`config.mk`:
```
export PLATFORM = sky130hd
export DESIGN_NAME = gvr_div_cell
export DESIGN_NICKNAME = d
export VERILOG_FILES = /design/src/rtl/gvr_pkg.sv /design/src/rtl/gvr_div_cell.sv
export SDC_FILE = /design/constraint.sdc
export NUM_CORES = 1
export LEC_CHECK = 0
export ABC_AREA = 0
export BUFFER_PORTS_ARGS = -buffer_cell sky130_fd_sc_hd__buf_4
export CAP_MARGIN = 20
export CORE_AREA = 2 2 372 374
export CTS_CLUSTER_SIZE = 40
export DETAILED_ROUTE_END_ITERATION = 6
export DIE_AREA = 0 0 374 376
export GPL_TIMING_DRIVEN = 0
export PLACE_DENSITY = 0.3
export SLEW_MARGIN = 25
export SYNTH_ARGS = -nofsm -noshare
export SYNTH_HDL_FRONTEND = slang
export SYNTH_SLANG_ARGS = --single-unit
```
`constraint.sdc`:
```
create_clock -name clk -period 4.6 [get_ports clk]
set_input_delay 0 -clock clk [delete_from_list [all_inputs] [get_ports clk]]
set_output_delay 0 -clock clk [all_outputs]
set_load 0.005 [all_outputs]
```
`src/rtl/gvr_pkg.sv`:
```
// ----------------------------------------------------------------------------
// gvr_pkg
// Shared widths and the item record that travels down the Givens rotation
// pipeline.
// ----------------------------------------------------------------------------
package gvr_pkg;

  localparam int DATA_WIDTH = 32;
  localparam int FRAC_BITS  = 16;
  localparam int TRIG_FRAC  = 30;

  localparam int SUM_W  = 2 * DATA_WIDTH;
  localparam int TRIG_W = TRIG_FRAC + 2;
  localparam int CQ_W   = TRIG_FRAC + 1;
  localparam int RQ_W   = FRAC_BITS + TRIG_FRAC + 1;
  localparam int ZW     = ((RQ_W > DATA_WIDTH) ? RQ_W : DATA_WIDTH) + 1;

  localparam int SQRT_STEPS  = DATA_WIDTH;
  localparam int DIV_STEPS   = TRIG_FRAC;
  localparam int RECIP_STEPS = FRAC_BITS + TRIG_FRAC;

  typedef struct packed {
    logic                  aneg;
    logic                  bneg;
    logic                  zero;
    logic                  a_gt_b;
    logic [DATA_WIDTH-1:0] amag;
    logic [DATA_WIDTH-1:0] bmag;
    logic [SUM_W-1:0]      sq_bits;
    logic [SUM_W-1:0]      bsq;
    logic [DATA_WIDTH:0]   sq_rem;
    logic [DATA_WIDTH-1:0] root;
    logic                  rneg;
    logic                  cneg;
    logic                  sneg;
    logic [DATA_WIDTH-1:0] c_rem;
    logic [DATA_WIDTH-1:0] s_rem;
    logic [CQ_W-1:0]       c_q;
    logic [CQ_W-1:0]       s_q;
    logic                  z_from_s;
    logic                  z_one;
    logic [CQ_W-1:0]       z_rem;
    logic [RQ_W-1:0]       z_q;
  } gvr_item_t;

endpackage

```
`src/rtl/gvr_div_cell.sv`:
```
// ----------------------------------------------------------------------------
// gvr_div_cell
// One restoring division step for the cosine and sine lanes side by side.
// ----------------------------------------------------------------------------
module gvr_div_cell (
  input  logic               clk,
  input  logic               rst_n,
  input  logic               en,
  input  logic               in_valid,
  input  gvr_pkg::gvr_item_t in_item,
  output logic               out_valid,
  output gvr_pkg::gvr_item_t out_item
);

  logic [gvr_pkg::DATA_WIDTH:0] c_rem2;
  logic [gvr_pkg::DATA_WIDTH:0] s_rem2;
  logic [gvr_pkg::DATA_WIDTH:0] den;
  gvr_pkg::gvr_item_t           item_nxt;
  gvr_pkg::gvr_item_t           item_r;
  logic                         valid_r;

  always_comb begin
    item_nxt = in_item;
    c_rem2   = {in_item.c_rem, 1'b0};
    s_rem2   = {in_item.s_rem, 1'b0};
    den      = {1'b0, in_item.root};
    if (c_rem2 >= den) begin
      item_nxt.c_rem = gvr_pkg::DATA_WIDTH'(c_rem2 - den);
      item_nxt.c_q   = {in_item.c_q[gvr_pkg::CQ_W-2:0], 1'b1};
    end else begin
      item_nxt.c_rem = gvr_pkg::DATA_WIDTH'(c_rem2);
      item_nxt.c_q   = {in_item.c_q[gvr_pkg::CQ_W-2:0], 1'b0};
    end
    if (s_rem2 >= den) begin
      item_nxt.s_rem = gvr_pkg::DATA_WIDTH'(s_rem2 - den);
      item_nxt.s_q   = {in_item.s_q[gvr_pkg::CQ_W-2:0], 1'b1};
    end else begin
      item_nxt.s_rem = gvr_pkg::DATA_WIDTH'(s_rem2);
      item_nxt.s_q   = {in_item.s_q[gvr_pkg::CQ_W-2:0], 1'b0};
    end
  end

  always_ff @(posedge clk) begin
    if (!rst_n) begin
      valid_r <= 1'b0;
    end else if (en) begin
      valid_r <= in_valid;
    end
  end

  always_ff @(posedge clk) begin
    if (en) begin
      item_r <= item_nxt;
    end
  end

  assign out_valid = valid_r;
  assign out_item  = item_r;

endmodule

```
==> results of run 1 <==
[logic make-up after synthesis]
family                   count (synthesis)  share of synthesized area, %
AO/OA/AOI/OAI                          212                         7.554
XOR/XNOR                                52                         2.511
adder cells (fa/ha/maj)                 66                         4.636
buffers and inverters                   65                         1.566
flip-flops                             471                         77.92
multiplexers                            27                         1.725
AND/OR/NAND/NOR                        155                         4.084
[what timing repair did]
action / 4_1_cts / 5_1_grt
resized for setup: 0 / 2
hold buffers: 500 / 0
endpoints found under the hold margin: 562 / 0
setup endpoints to repair: 0 / 4
[Yosys cell counts (8+ instances only)]
cell        n
edfxtp_1  470
ha_1       64
a21oi_1    61
nand2_1    55
o21ai_0    52
inv_1      46
xnor2_1    31
nor2_1     30
a21o_1     29
mux2_2     22
xor2_1     21
nand3_1    13
nor2b_1    11
and3_1      9
nand2b_1    9
clkbuf_1    8
o21a_1      8
[cells in the final DEF, fill, tap and decap left out, drive strengths merged, types with 3 or more instances in the layout]
cell type / instances
xnor2: 31
a41o: 3
diode: 16
a21o: 29
clkbuf: 91
a31oi: 6
o21ai: 54
o31a: 4
bufinv: 6
inv: 51
o21bai: 4
and3: 9
mux2: 25
dlygate4sd3: 500
clkinvlp: 3
o211ai: 4
nor3: 7
xor2: 21
edfxtp: 470
nand2: 55
buf: 958
nor2: 30
a21boi: 3
or2: 7
clkinv: 27
a211oi: 8
nand2b: 9
nand4: 6
nand3: 13
o31ai: 7
nor2b: 11
a21oi: 62
o311ai: 3
o21a: 8
ha: 64
and2: 3
[worst max-delay path, stage by stage]
cell	delay (ns)
dlygate4sd3_1	0.53
buf_4	0.14
inv_1	0.13
ha_1	0.33
a2111o_1	0.46
o211ai_1	0.47
a211oi_2	0.21
o21ai_1	0.53
a21oi_2	0.21
o31a_1	0.28
buf_4	0.22
buf_4	0.27
inv_1	0.49
o21ai_0	0.19
[worst min path at each step]
stage,startpoint,to,slack (ns),depth (start not counted)
CTS,in_item[126],out_item[127],0.00006,2
global placement,in_item[273],out_item[273],0.18,1
global route,in_item[465],out_item[465],0.03,2
detailed placement,in_item[465],out_item[465],0.18,1
floorplan,in_item[0],out_item[0],0.1,0
finish,in_item[246],out_item[246],0.08,2
[per-stage QoR]
step                      cells  cell area, µm²  hold WS [ns]
after floorplan            1048           18140       0.09887
after global placement     3784           27450        0.1780
after detailed placement   3791           27640        0.1793
after CTS                  4413           34840    0.00006051
after global routing       4422           34870       0.03216
final                      4429           34880       0.07617
[power groups by stage]
stage / clock network (mW) / registers, mW / logic [mW]
after floorplan: 0 / 5.42 / 0.500
after global routing: 5.66 / 5.34 / 2.59
after global placement: 0 / 5.42 / 2.05
after detailed placement: 0 / 5.38 / 2.06
final: 5.27 / 5.30 / 2.39
after CTS: 5.52 / 5.30 / 2.48
[routing by layer]
layer	GRT usage [%]	vias to the layer above	share of wire, %
li1	-	7136	-
met1	15.45	7528	39
met2	24.77	600	51
met3	4.746	125	7.7
met4	4.255	24	2.6
met5	0	-	0.14
[state kept, by name (all words and copies together) (netlist names)]
| signal | flops |
|---|---|
| out_item | 470 |
| out_valid | 1 |
[area by class of cell]
class / count / area share (%)
Clock buffer: 82 / 5.029
Sequential cell: 471 / 40.52
Multi-Input combinational cell: 512 / 10.71
Antenna cell: 16 / 0.1148
Buffer: 18 / 0.3013
Timing Repair Buffer: 1449 / 35.13
Tap cell: 1794 / 6.434
Clock inverter: 40 / 1.259
Inverter: 47 / 0.5129
==> impl_results.md, run 1 <==
* CTS root buf: clkbuf_16
* Worst-Skew Late Latency at between 0.6 and 0.7 ns
* Synth area leader: edfxtp_1
* Async SR Flop Fraction at 0%
* Crit path time final at between 4 and 5 ns
* Switching Fraction at 26.33%
* I/O Buffers at 942
* DIE AREA at between 100000 and 150000 µm²
* GPL Wtd Cong at approximately 0.8
* Worst vdd ir at 0.2611 mV
* Final setup vio count at 0
* # nets final at 3106
* Syn Nets at about 1.6k
* Synth top area cells: edfxtp_1 78%, ha_1 4.4%, a21oi_1 1.7%, xnor2_1 1.5%, o21ai_0 1.4%
* Setup_tns at 0 ns
* Synthesized area at 18140 µm²
* Total core area at 136600 µm²
* Syn Area/Cell at approximately 17 µm²
* DRT antenna net count at 0
* Vias in the first global route at ~16k
* Top_reg_cell synth: edfxtp_1
* CP Launch Type: primary input
* Slew HR at a little under half
* Logic pwr share at 18.5%
* Reg power frac at around two fifths
* RSZ-0062 raised after global routing: false
* Static Leak at 14.35 nW
* Clock Skew at 0 ns
* # Max-Cap Violations at 0
* Setup Buffers After CTS at 0
* Wire per inst at roughly 23 µm
* Max-slew violations at 0
* Post-route setup slack at around 0.45 ns
* Gr ovfl total at 0
* Clock transition at the registers of the reported paths at ~0.06 ns
* First-pass GRT wire length at roughly 140000 µm
* Synth Instances at roughly 1.0k
* Hold Violations, Final at 0
* CTS Buf Count at 67
* DRC at 0
* Maximum fanout along the worst path at 10
* Net Sw Power at approximately 3.4 mW
* Worst R2R Start: out_valid
* Largest net degree at the start of global routing at 95
* Vias at between 15k and 20k
* Max Freq at about 240 MHz
* Ports at between 900 and 1k
* Int Power at approximately 9.5 mW
* Starting density of the core at a little over an eighth
* Maximum root-to-sink buffer count at 3
* Total Wirelength at 101500 µm
* Crit path from: in_item[214]
* Clock share of power at roughly 41%
* DP Wirelength at ~80000 µm
* Register Area at 14130 µm²
* Synth cell types at 62
* Power density over the cells at 371.4 nW/µm²
* First-pass iteration count of the detailed router at 7
* Worst Reg2Reg Path Length in Cells at 3
* Placement Setup Slack at -0.2253 ns
* GRT Util Overall at around 14%
* TritonCTS Sinks at 471
* Fillers at ~14k
* CP required at ~5.0 ns
* R2r setup slk at between 3 and 4 ns
* Horiz. Die Dim at ~370 µm
* Register area share after synthesis at 77.92%
* Final period util at between 90% and 100%
* CP arrival at 4.50 ns
* Least-Margin Pin Slew at roughly 0.79 ns
* 1st-iter DRT viols at about 720
* Synth top area share at between 70 and 80%
* Final core occ at approximately 26%
* Area growth syn-to-layout at 92.34%
* CTS tree: yes
* Reg2reg end: out_valid
* Hold Path Class: in2reg
* Status: finished clean
* Ys Warns at 0
* Synthesized flop and latch total at around 470
* Post-synth EDFFs at 470
* Die Y at between 300 and 400 µm
* Row count at 136
* Multi-input logic area at 3735 µm²
* CP endpoint: out_item[199]
* Vias per cell at between 3 and 4
* Initial antenna violation count at 33
* Layout cells sized above 1 at a little over two fifths
* Setup CP Type: in2reg
* Htree depth at 3
* Worst Setup End Kind: register
* Tot Pwr at 12.96 mW
Note: power is estimated with default switching activity, not from simulation.
==> inputs of run 2 (changes only) <==
--- a/config.mk
+++ b/config.mk
@@ -13,7 +13,8 @@
 export DETAILED_ROUTE_END_ITERATION = 6
 export DIE_AREA = 0 0 374 376
 export GPL_TIMING_DRIVEN = 0
-export PLACE_DENSITY = 0.3
+export PLACE_DENSITY = 0.31
+export REMOVE_ABC_BUFFERS = 1
 export SLEW_MARGIN = 25
 export SYNTH_ARGS = -nofsm -noshare
 export SYNTH_HDL_FRONTEND = slang
==> run 2 against run 1 <==
Compared with the run above: clock skew is the same; global-route usage about the same; non-clock buffer count rose by 19; sequential share of layout area down 0.42 points; cell count up 0.43%; core utilization is 0.26 points higher; worst setup slack got worse by 0.26 ns; largest cell class unchanged; critical path type unchanged; hold slack worse by 0.013 ns; first-iteration DRC count increased by 4.6%; largest power group is now clock; highest routed layer unchanged.
==> impl_results.md, run 2 (synthesis results as in run 1) <==
* Delay-heaviest family, CP: buffers and inverters (was compound AO/OA/AOI/OAI gates)
* Initial antenna violation count at 41 (was 33)
* Crit path time final at 4.412 ns (was 4.151 ns)
* Row count at 136 (unchanged)
* Starting density of the core at 13.27% (unchanged)
* Sequence of cells on the critical path: dlygate4sd3_1 > buf_4 > ha_1 > a21o_1 > a211o_1 > a21oi_2 > o31a_2 > o311ai_4 > a41o_1 > a211oi_4 > buf_6 > buf_6 > buf_6 > buf_6 > mux2_2 > dlygate4sd3_1 (was dlygate4sd3_1 > buf_4 > inv_1 > ha_1 > a2111o_1 > o211ai_1 > a211oi_2 > o21ai_1 > a21oi_2 > o31a_1 > buf_4 > buf_4 > inv_1 > o21ai_0)
* Wire per inst at 22.85 µm (was 22.91 µm)
* Largest stage delay, worst path at 0.63 ns (was 0.53 ns)
* GPL Wtd Cong at 0.8075 (was 0.8003)
* # nets final at 3125 (was 3106)
* Max Freq at 226.7 MHz (was 240.9 MHz)
* Clock share of power at 41.6% (was 40.6%)
* I/O Buffers at 942 (unchanged)
* GRT Util Overall at 13.91% (was 13.87%)
* Htree depth at 3 (unchanged)
* Design Area, Final at 35250 µm² (was 34880 µm²)
* Int Power at 9.752 mW (was 9.546 mW)
* DIE AREA at 140600 µm² (unchanged)
* Vias in the first global route at 16.49k (about the same)
* Cell Count, Final, Fillers Out at 4448 (was 4429)
* Setup CP Type: in2reg (unchanged)
* Switching Fraction at 25.85% (was 26.33%)
* CTS root buf: clkbuf_16 (unchanged)
* Fillers at 14.38k (was 14.46k)
* Multi-input logic area at 3737 µm² (was 3735 µm²)
* WHS at 0.06291 ns (was 0.07617 ns)
* RSZ-0062 raised after global routing: false (unchanged)
* DRT antenna net count at 0 (unchanged)
* Vias at 15.58k (was 15.41k)
* Hold Violations, Final at 0 (unchanged)
* Crit-path most repeated cell: buf_6 (was buf_4)
* Gr ovfl total at 0 (unchanged)
* CP bufs+invs at 7 (was 6)
* Area growth syn-to-layout at 94.33% (was 92.34%)
* TritonCTS Sinks at 471 (unchanged)
* Post-route setup slack at 0.1879 ns (was 0.4491 ns)
* Register Area at 14130 µm² (unchanged)
* Worst-Skew Late Latency at 0.63 ns (was 0.62 ns)
* Total Wirelength at 101600 µm (was 101500 µm)
* Status: finished clean (unchanged)
* First-pass GRT wire length at 135500 µm (was 135300 µm)
* Placement Setup Slack at 0.2664 ns (was -0.2253 ns)
* Logic pwr share at 18.1% (was 18.5%)
* # Max-Cap Violations at 0 (unchanged)
* Final core occ at 25.79% (was 25.53%)
* Horiz. Die Dim at 374 µm (unchanged)
* Final period util at 95.91% (was 90.24%)
* Wire length on met3 at 8938 µm (was 7779 µm)
* Worst Setup End Kind: register (unchanged)
* Met2 wire length at 50010 µm (was 51650 µm)
* CP Launch Type: primary input (unchanged)
* Max FFs per register at 470 (unchanged)
* Max Used Layer: met5 (unchanged)
* Reg power frac at 40.3% (was 40.9%)
* Slowest cell on crit path: dlygate4sd3_1 (unchanged)
* Vias per cell at 3.503 (was 3.480)
* Maximum fanout along the worst path at 16 (was 10)
* Clock Skew at 0 ns (unchanged)
* Setup_tns at 0 ns (unchanged)
* CTS tree: yes (unchanged)
* Slew HR at 37.95% (was 47.11%)
* Placed Cells at 3777 (was 3791)
* Commonest non-fill, non-tap cell in the layout: buf_4 (unchanged)
* Most frequent cells in the layout: 941 x buf_4, 533 x dlygate4sd3_1, 470 x edfxtp_1 (was 946 x buf_4, 500 x dlygate4sd3_1, 470 x edfxtp_1)
* Die Y at 376 µm (unchanged)
* 1st-iter DRT viols at 755 (was 722)
* Area after DPL at 27600 µm² (was 27640 µm²)
* Ports at 945 (unchanged)
* Net Sw Power at 3.400 mW (was 3.411 mW)
* Maximum root-to-sink buffer count at 3 (unchanged)
* Tot Pwr at 13.15 mW (was 12.96 mW)
* CP arrival at 4.81 ns (was 4.50 ns)
* Least-Margin Pin Slew at 0.9072 ns (was 0.7850 ns)
* Largest net degree at the start of global routing at 88 (was 95)
* Power density over the cells at 373.1 nW/µm² (was 371.4 nW/µm²)
* DRC at 0 (unchanged)
* Clock transition at the registers of the reported paths at 0.06 ns (about the same)
* Layout cells sized above 1 at 41.43% (was 42.04%)
* Max-slew violations at 0 (unchanged)
* CP required at 5.00 ns (was 4.95 ns)
* First-pass iteration count of the detailed router at 5 (was 7)
* DP Wirelength at 82200 µm (was 82100 µm)
* Total core area at 136600 µm² (unchanged)
* CTS Buf Count at 67 (unchanged)
* Static Leak at 14.49 nW (was 14.35 nW)
* Hold Path Class: in2reg (unchanged)
* Met1 Wirelength at 39120 µm (was 39210 µm)
* Final setup vio count at 0 (unchanged)
* Worst vdd ir at 0.2195 mV (was 0.2611 mV)
## run 2: what timing repair did
action,CTS,global route
buffers inserted,0,0
resized for setup,0,1
hold buffers,533,0
setup endpoints to repair,0,1
hold endpoints to repair,512,0
## run 2: power by group through the flow
stage / clock network (mW) / logic [mW] / registers [mW]
4_1_cts: 5.73 / 2.46 / 5.31
5_1_grt: 5.86 / 2.57 / 5.34
3_3_place_gp: 0 / 1.98 / 5.43
3_5_place_dp: 0 / 2.00 / 5.38
2_1_floorplan: 0 / 0.489 / 5.42
6_report: 5.47 / 2.38 / 5.30
## run 2: area by class of cell
| class | count | area share (%) |
|---|---|---|
| flip-flops and latches | 471 | 40.10 |
| clock inverters | 43 | 1.548 |
| well taps | 1794 | 6.368 |
| clock buffers | 79 | 4.885 |
| multi-input cells | 512 | 10.60 |
| diodes | 16 | 0.1136 |
| inverters | 47 | 0.5076 |
| repair buffers | 1486 | 35.87 |
## run 2: worst paths after layout
kind                      from  slack (ns)             to  cells past startpoint
setup reg to reg     out_valid        3.46      out_valid                      3
hold reg to reg      out_valid        1.06      out_valid                      3
hold / removal    in_item[208]        0.06  out_item[208]                      2
setup / recovery  in_item[151]        0.19  out_item[148]                     16
## run 2: routing by layer
| metal | track usage, % | vias to the layer above |
|---|---|---|
| met4 | 5.049 | 26 |
| met3 | 5.175 | 150 |
| li1 | - | 7166 |
| met5 | 0 | - |
| met1 | 15.78 | 7609 |
| met2 | 23.81 | 629 |
==> inputs of run 3 (changes only) <==
--- a/config.mk
+++ b/config.mk
@@ -5,15 +5,15 @@
 export SDC_FILE = /design/constraint.sdc
 export NUM_CORES = 1
 export LEC_CHECK = 0
-export ABC_AREA = 0
+export ABC_AREA = 1
 export BUFFER_PORTS_ARGS = -buffer_cell sky130_fd_sc_hd__buf_4
 export CAP_MARGIN = 20
-export CORE_AREA = 2 2 372 374
+export CORE_AREA = 2 2 368 370
 export CTS_CLUSTER_SIZE = 40
 export DETAILED_ROUTE_END_ITERATION = 6
-export DIE_AREA = 0 0 374 376
+export DIE_AREA = 0 0 370 372
 export GPL_TIMING_DRIVEN = 0
-export PLACE_DENSITY = 0.31
+export PLACE_DENSITY = 0.33
 export REMOVE_ABC_BUFFERS = 1
 export SLEW_MARGIN = 25
 export SYNTH_ARGS = -nofsm -noshare
==> constraint.sdc (replaced) <==
create_clock -name clk -period 4.4 [get_ports clk]
set_input_delay 0 -clock clk [delete_from_list [all_inputs] [get_ports clk]]
set_output_delay 0 -clock clk [all_outputs]
set_load 0.005 [all_outputs]
==> run 3 against run 2 <==
Compared with the run above: clock skew did not move; hold slack improved by 0.0077 ns; core utilization rose by 1.5 points; synthesized area rose by 12%; wire length rose by 24%; register-to-register slack got worse by 0.25 ns; first-iteration DRC count rose by 39%; clock power fell by 2%; critical path depth fell by 3; critical path type unchanged; critical endpoint is now out_item[171]; largest cell class unchanged.
==> impl_results.md, run 3 <==
* Status: finished clean (unchanged)
* Ports at 945 (unchanged)
* Clock Skew at 0 ns (unchanged)
* Async SR Flop Fraction at 0% (unchanged)
* Synth area leader: edfxtp_1 (unchanged)
* Top_reg_cell synth: edfxtp_1 (unchanged)
* Max FFs per register at 470 (unchanged)
* CP Launch Type: primary input (unchanged)
* Register area share after synthesis at 69.72% (was 77.92%)
* # nets final at 3774 (was 3125)
* Post-synth EDFFs at 470 (unchanged)
* Int Power at 9.742 mW (was 9.752 mW)
* GPL Wtd Cong at 0.8487 (was 0.8075)
* Total core area at 134300 µm² (was 136600 µm²)
* Vias in the first global route at 18.73k (was 16.49k)
* DP Wirelength at 104500 µm (was 82200 µm)
* Row count at 135 (was 136)
* Hold Path Class: in2reg (unchanged)
* Post-route setup slack at 1.437 ns (was 0.1879 ns)
* Least-Margin Pin Slew at 0.9874 ns (was 0.9072 ns)
* Slew HR at 34.01% (was 37.95%)
* Die Y at 372 µm (was 376 µm)
* Logic pwr share at 19.9% (was 18.1%)
* Syn Area/Cell at 11.62 µm² (was 17.31 µm²)
* Clock transition at the registers of the reported paths at 0.05 ns (was 0.06 ns)
* Crit path time final at 2.963 ns
* Hold Violations, Final at 0 (unchanged)
* Starting density of the core at 15.10% (was 13.27%)
* Gr ovfl total at 0 (unchanged)
* Wire per inst at 24.77 µm (was 22.85 µm)
* DRC at 0 (unchanged)
* Synth top area share at 69.62% (was 77.81%)
* Synthesized flop and latch total at 471 (unchanged)
* Tot Pwr at 13.62 mW (was 13.15 mW)
* Synth Instances at 1745 (was 1048)
* Maximum root-to-sink buffer count at 3 (unchanged)
* TritonCTS Sinks at 471 (unchanged)
* Worst vdd ir at 0.2286 mV (was 0.2195 mV)
* CTS Buf Count at 68 (was 67)
* RSZ-0062 raised after global routing: false (unchanged)
* CP arrival at 3.35 ns (was 4.81 ns)
* CTS root buf: clkbuf_16 (unchanged)
* I/O Buffers at 942 (unchanged)
* Largest net degree at the start of global routing at 86 (was 88)
* Final setup vio count at 0 (unchanged)
* Synthesized area at 20270 µm² (was 18140 µm²)
* Reg power frac at 40.6% (was 40.3%)
* CP required at 4.79 ns (was 5.00 ns)
* Static Leak at 16.35 nW (was 14.49 nW)
* Htree depth at 3 (unchanged)
* Commonest non-fill, non-tap cell in the layout: buf_4 (unchanged)
* Top-count cell post-synth: nand2_1 (was edfxtp_1)
* Max-slew violations at 0 (unchanged)
* Vias at 18.51k (was 15.58k)
* Placement Setup Slack at 1.164 ns (was 0.2664 ns)
* Ys Warns at 0 (unchanged)
* Max Freq at approximately 340 MHz
* Setup CP Type: in2reg (unchanged)
* Synth top area cells: edfxtp_1 70%, nand2_1 11%, inv_1 5.0%, ha_1 4.0%, nand3_1 2.2% (was edfxtp_1 78%, ha_1 4.4%, a21oi_1 1.7%, xnor2_1 1.5%, o21ai_0 1.4%)
* Power density over the cells at 371.8 nW/µm² (was 373.1 nW/µm²)
* Synth top cells by count: 582 x nand2_1, 470 x edfxtp_1, 268 x inv_1, 88 x nand3_1, 76 x nor2_1 (was 470 x edfxtp_1, 64 x ha_1, 61 x a21oi_1, 55 x nand2_1, 52 x o21ai_0)
* Worst-Skew Late Latency at 0.65 ns (was 0.63 ns)
* DIE AREA at 137600 µm² (was 140600 µm²)
* DRT antenna net count at 0 (unchanged)
* Vias per cell at 3.635 (was 3.503)
* Horiz. Die Dim at 370 µm (was 374 µm)
* GRT Util Overall at 17.51% (was 13.91%)
* Synth cell types at 32 (was 62)
* First-pass GRT wire length at 161700 µm (was 135500 µm)
* Initial antenna violation count at 73 (was 41)
* CTS tree: yes (unchanged)
* Clock share of power at 39.4% (was 41.6%)
* Most frequent cells in the layout: 941 x buf_4, 582 x nand2_1, 488 x dlygate4sd3_1 (was 941 x buf_4, 533 x dlygate4sd3_1, 470 x edfxtp_1)
* Switching Fraction at 28.49% (was 25.85%)
* # Max-Cap Violations at 0 (unchanged)
* Setup Buffers After CTS at 0 (unchanged)
* Maximum fanout along the worst path at 33 (was 16)
* Final period util at 67.35%
* Layout cells sized above 1 at 33.17% (was 41.43%)
* Total Wirelength at 126100 µm (was 101600 µm)
* Area growth syn-to-layout at 80.74% (was 94.33%)
* 1st-iter DRT viols at 1052 (was 755)
* Worst Setup End Kind: register (unchanged)
* Net Sw Power at 3.880 mW (was 3.400 mW)
* First-pass iteration count of the detailed router at 5 (unchanged)
run 3: cell types whose count changed after synthesis, sizes merged, moves of 13 or more:
cell	delta
and2	+13
nand3b	+20
nor2	+59
mux2	-25
a21o	-29
nand2	+542
xnor2	-29
nand3	+90
a21oi	-20
inv	+224
o21ai	-51
run 3: through the flow:
| step | util (%) | area, µm² | instances | setup TNS, ns | hold slack [ns] |
|---|---|---|---|---|---|
| 2_1_floorplan | - | 20110 | 1728 | 0 | 0.09346 |
| 3_3_place_gp | 21.90 | 29410 | 4451 | -604.58 | 0.1782 |
| 5_1_grt | 27.25 | 36600 | 5074 | 0 | 0.01755 |
| 3_5_place_dp | 22.03 | 29590 | 4457 | 0 | 0.1793 |
| 4_1_cts | 27.23 | 36570 | 5064 | 0 | 0.0003504 |
| 6_report | 27.28 | 36640 | 5091 | 0 | 0.07061 |
run 3: cell families (layout without fill, tap and decap cells):
kind of cell | Yosys count | count (layout) | synth area share (%)
AO/OA/AOI/OAI | 47 | 47 | 1.185
XOR/XNOR | 28 | 28 | 1.210
adder cells (fa/ha/maj) | 66 | 66 | 4.148
buffers and inverters | 289 | 1827 | 5.826
flip-flops | 471 | 471 | 69.72
other | 0 | 27 | 0
AND/OR/NAND/NOR | 844 | 844 | 17.91
run 3: power by group through the flow:
stage	registers, mW	logic, mW	clock network (mW)
floorplan	5.65	0.635	0
global placement	5.66	2.35	0
global route	5.57	2.94	5.73
detailed placement	5.62	2.36	0
CTS	5.54	2.81	5.62
finish	5.54	2.71	5.37
run 3: cell type report:
cell class | instances | area, µm²
multi-input combinational | 985 | 4957
timing repair buffer | 1436 | 12130
fill | 14340 | 97650
clock buffer | 78 | 1749
sequential | 471 | 14130
inverter | 272 | 1023
tap | 1781 | 2228
antenna | 27 | 67.56
clock inverter | 41 | 350.3
run 3: final timing paths:
path | start | endpoint | slack [ns] | cells past startpoint
setup / recovery | in_item[237] | out_item[171] | 1.44 | 13
hold / removal | in_item[134] | out_item[135] | 0.07 | 2
setup reg to reg | out_valid | out_valid | 3.21 | 3
hold reg to reg | out_valid | out_valid | 1.09 | 3
run 3: timing repair:
item	4_1_cts	5_1_grt
gates resized for setup	0	0
hold endpoints to repair	516	0
hold buffers	488	0
run 3: per-layer routing:
layer	GRT usage, %	up-vias	wire (µm)
met5	0	-	181
li1	-	8782	-
met3	5.998	192	9943
met4	6.481	30	5229
met2	31.12	682	63540
met1	19.17	8819	47190
run 3: worst max-delay path, cell delays in order:
cell           delay [ns]
dlygate4sd3_1        0.53
buf_4                0.14
inv_1                0.14
ha_1                 0.33
a21oi_1              0.30
and2_1               0.22
nor2_1               0.05
nor2_1               0.09
nand2_1              0.10
nor2_4               0.75
nand2_8              0.33
nand3_2              0.21
nand2_1              0.09
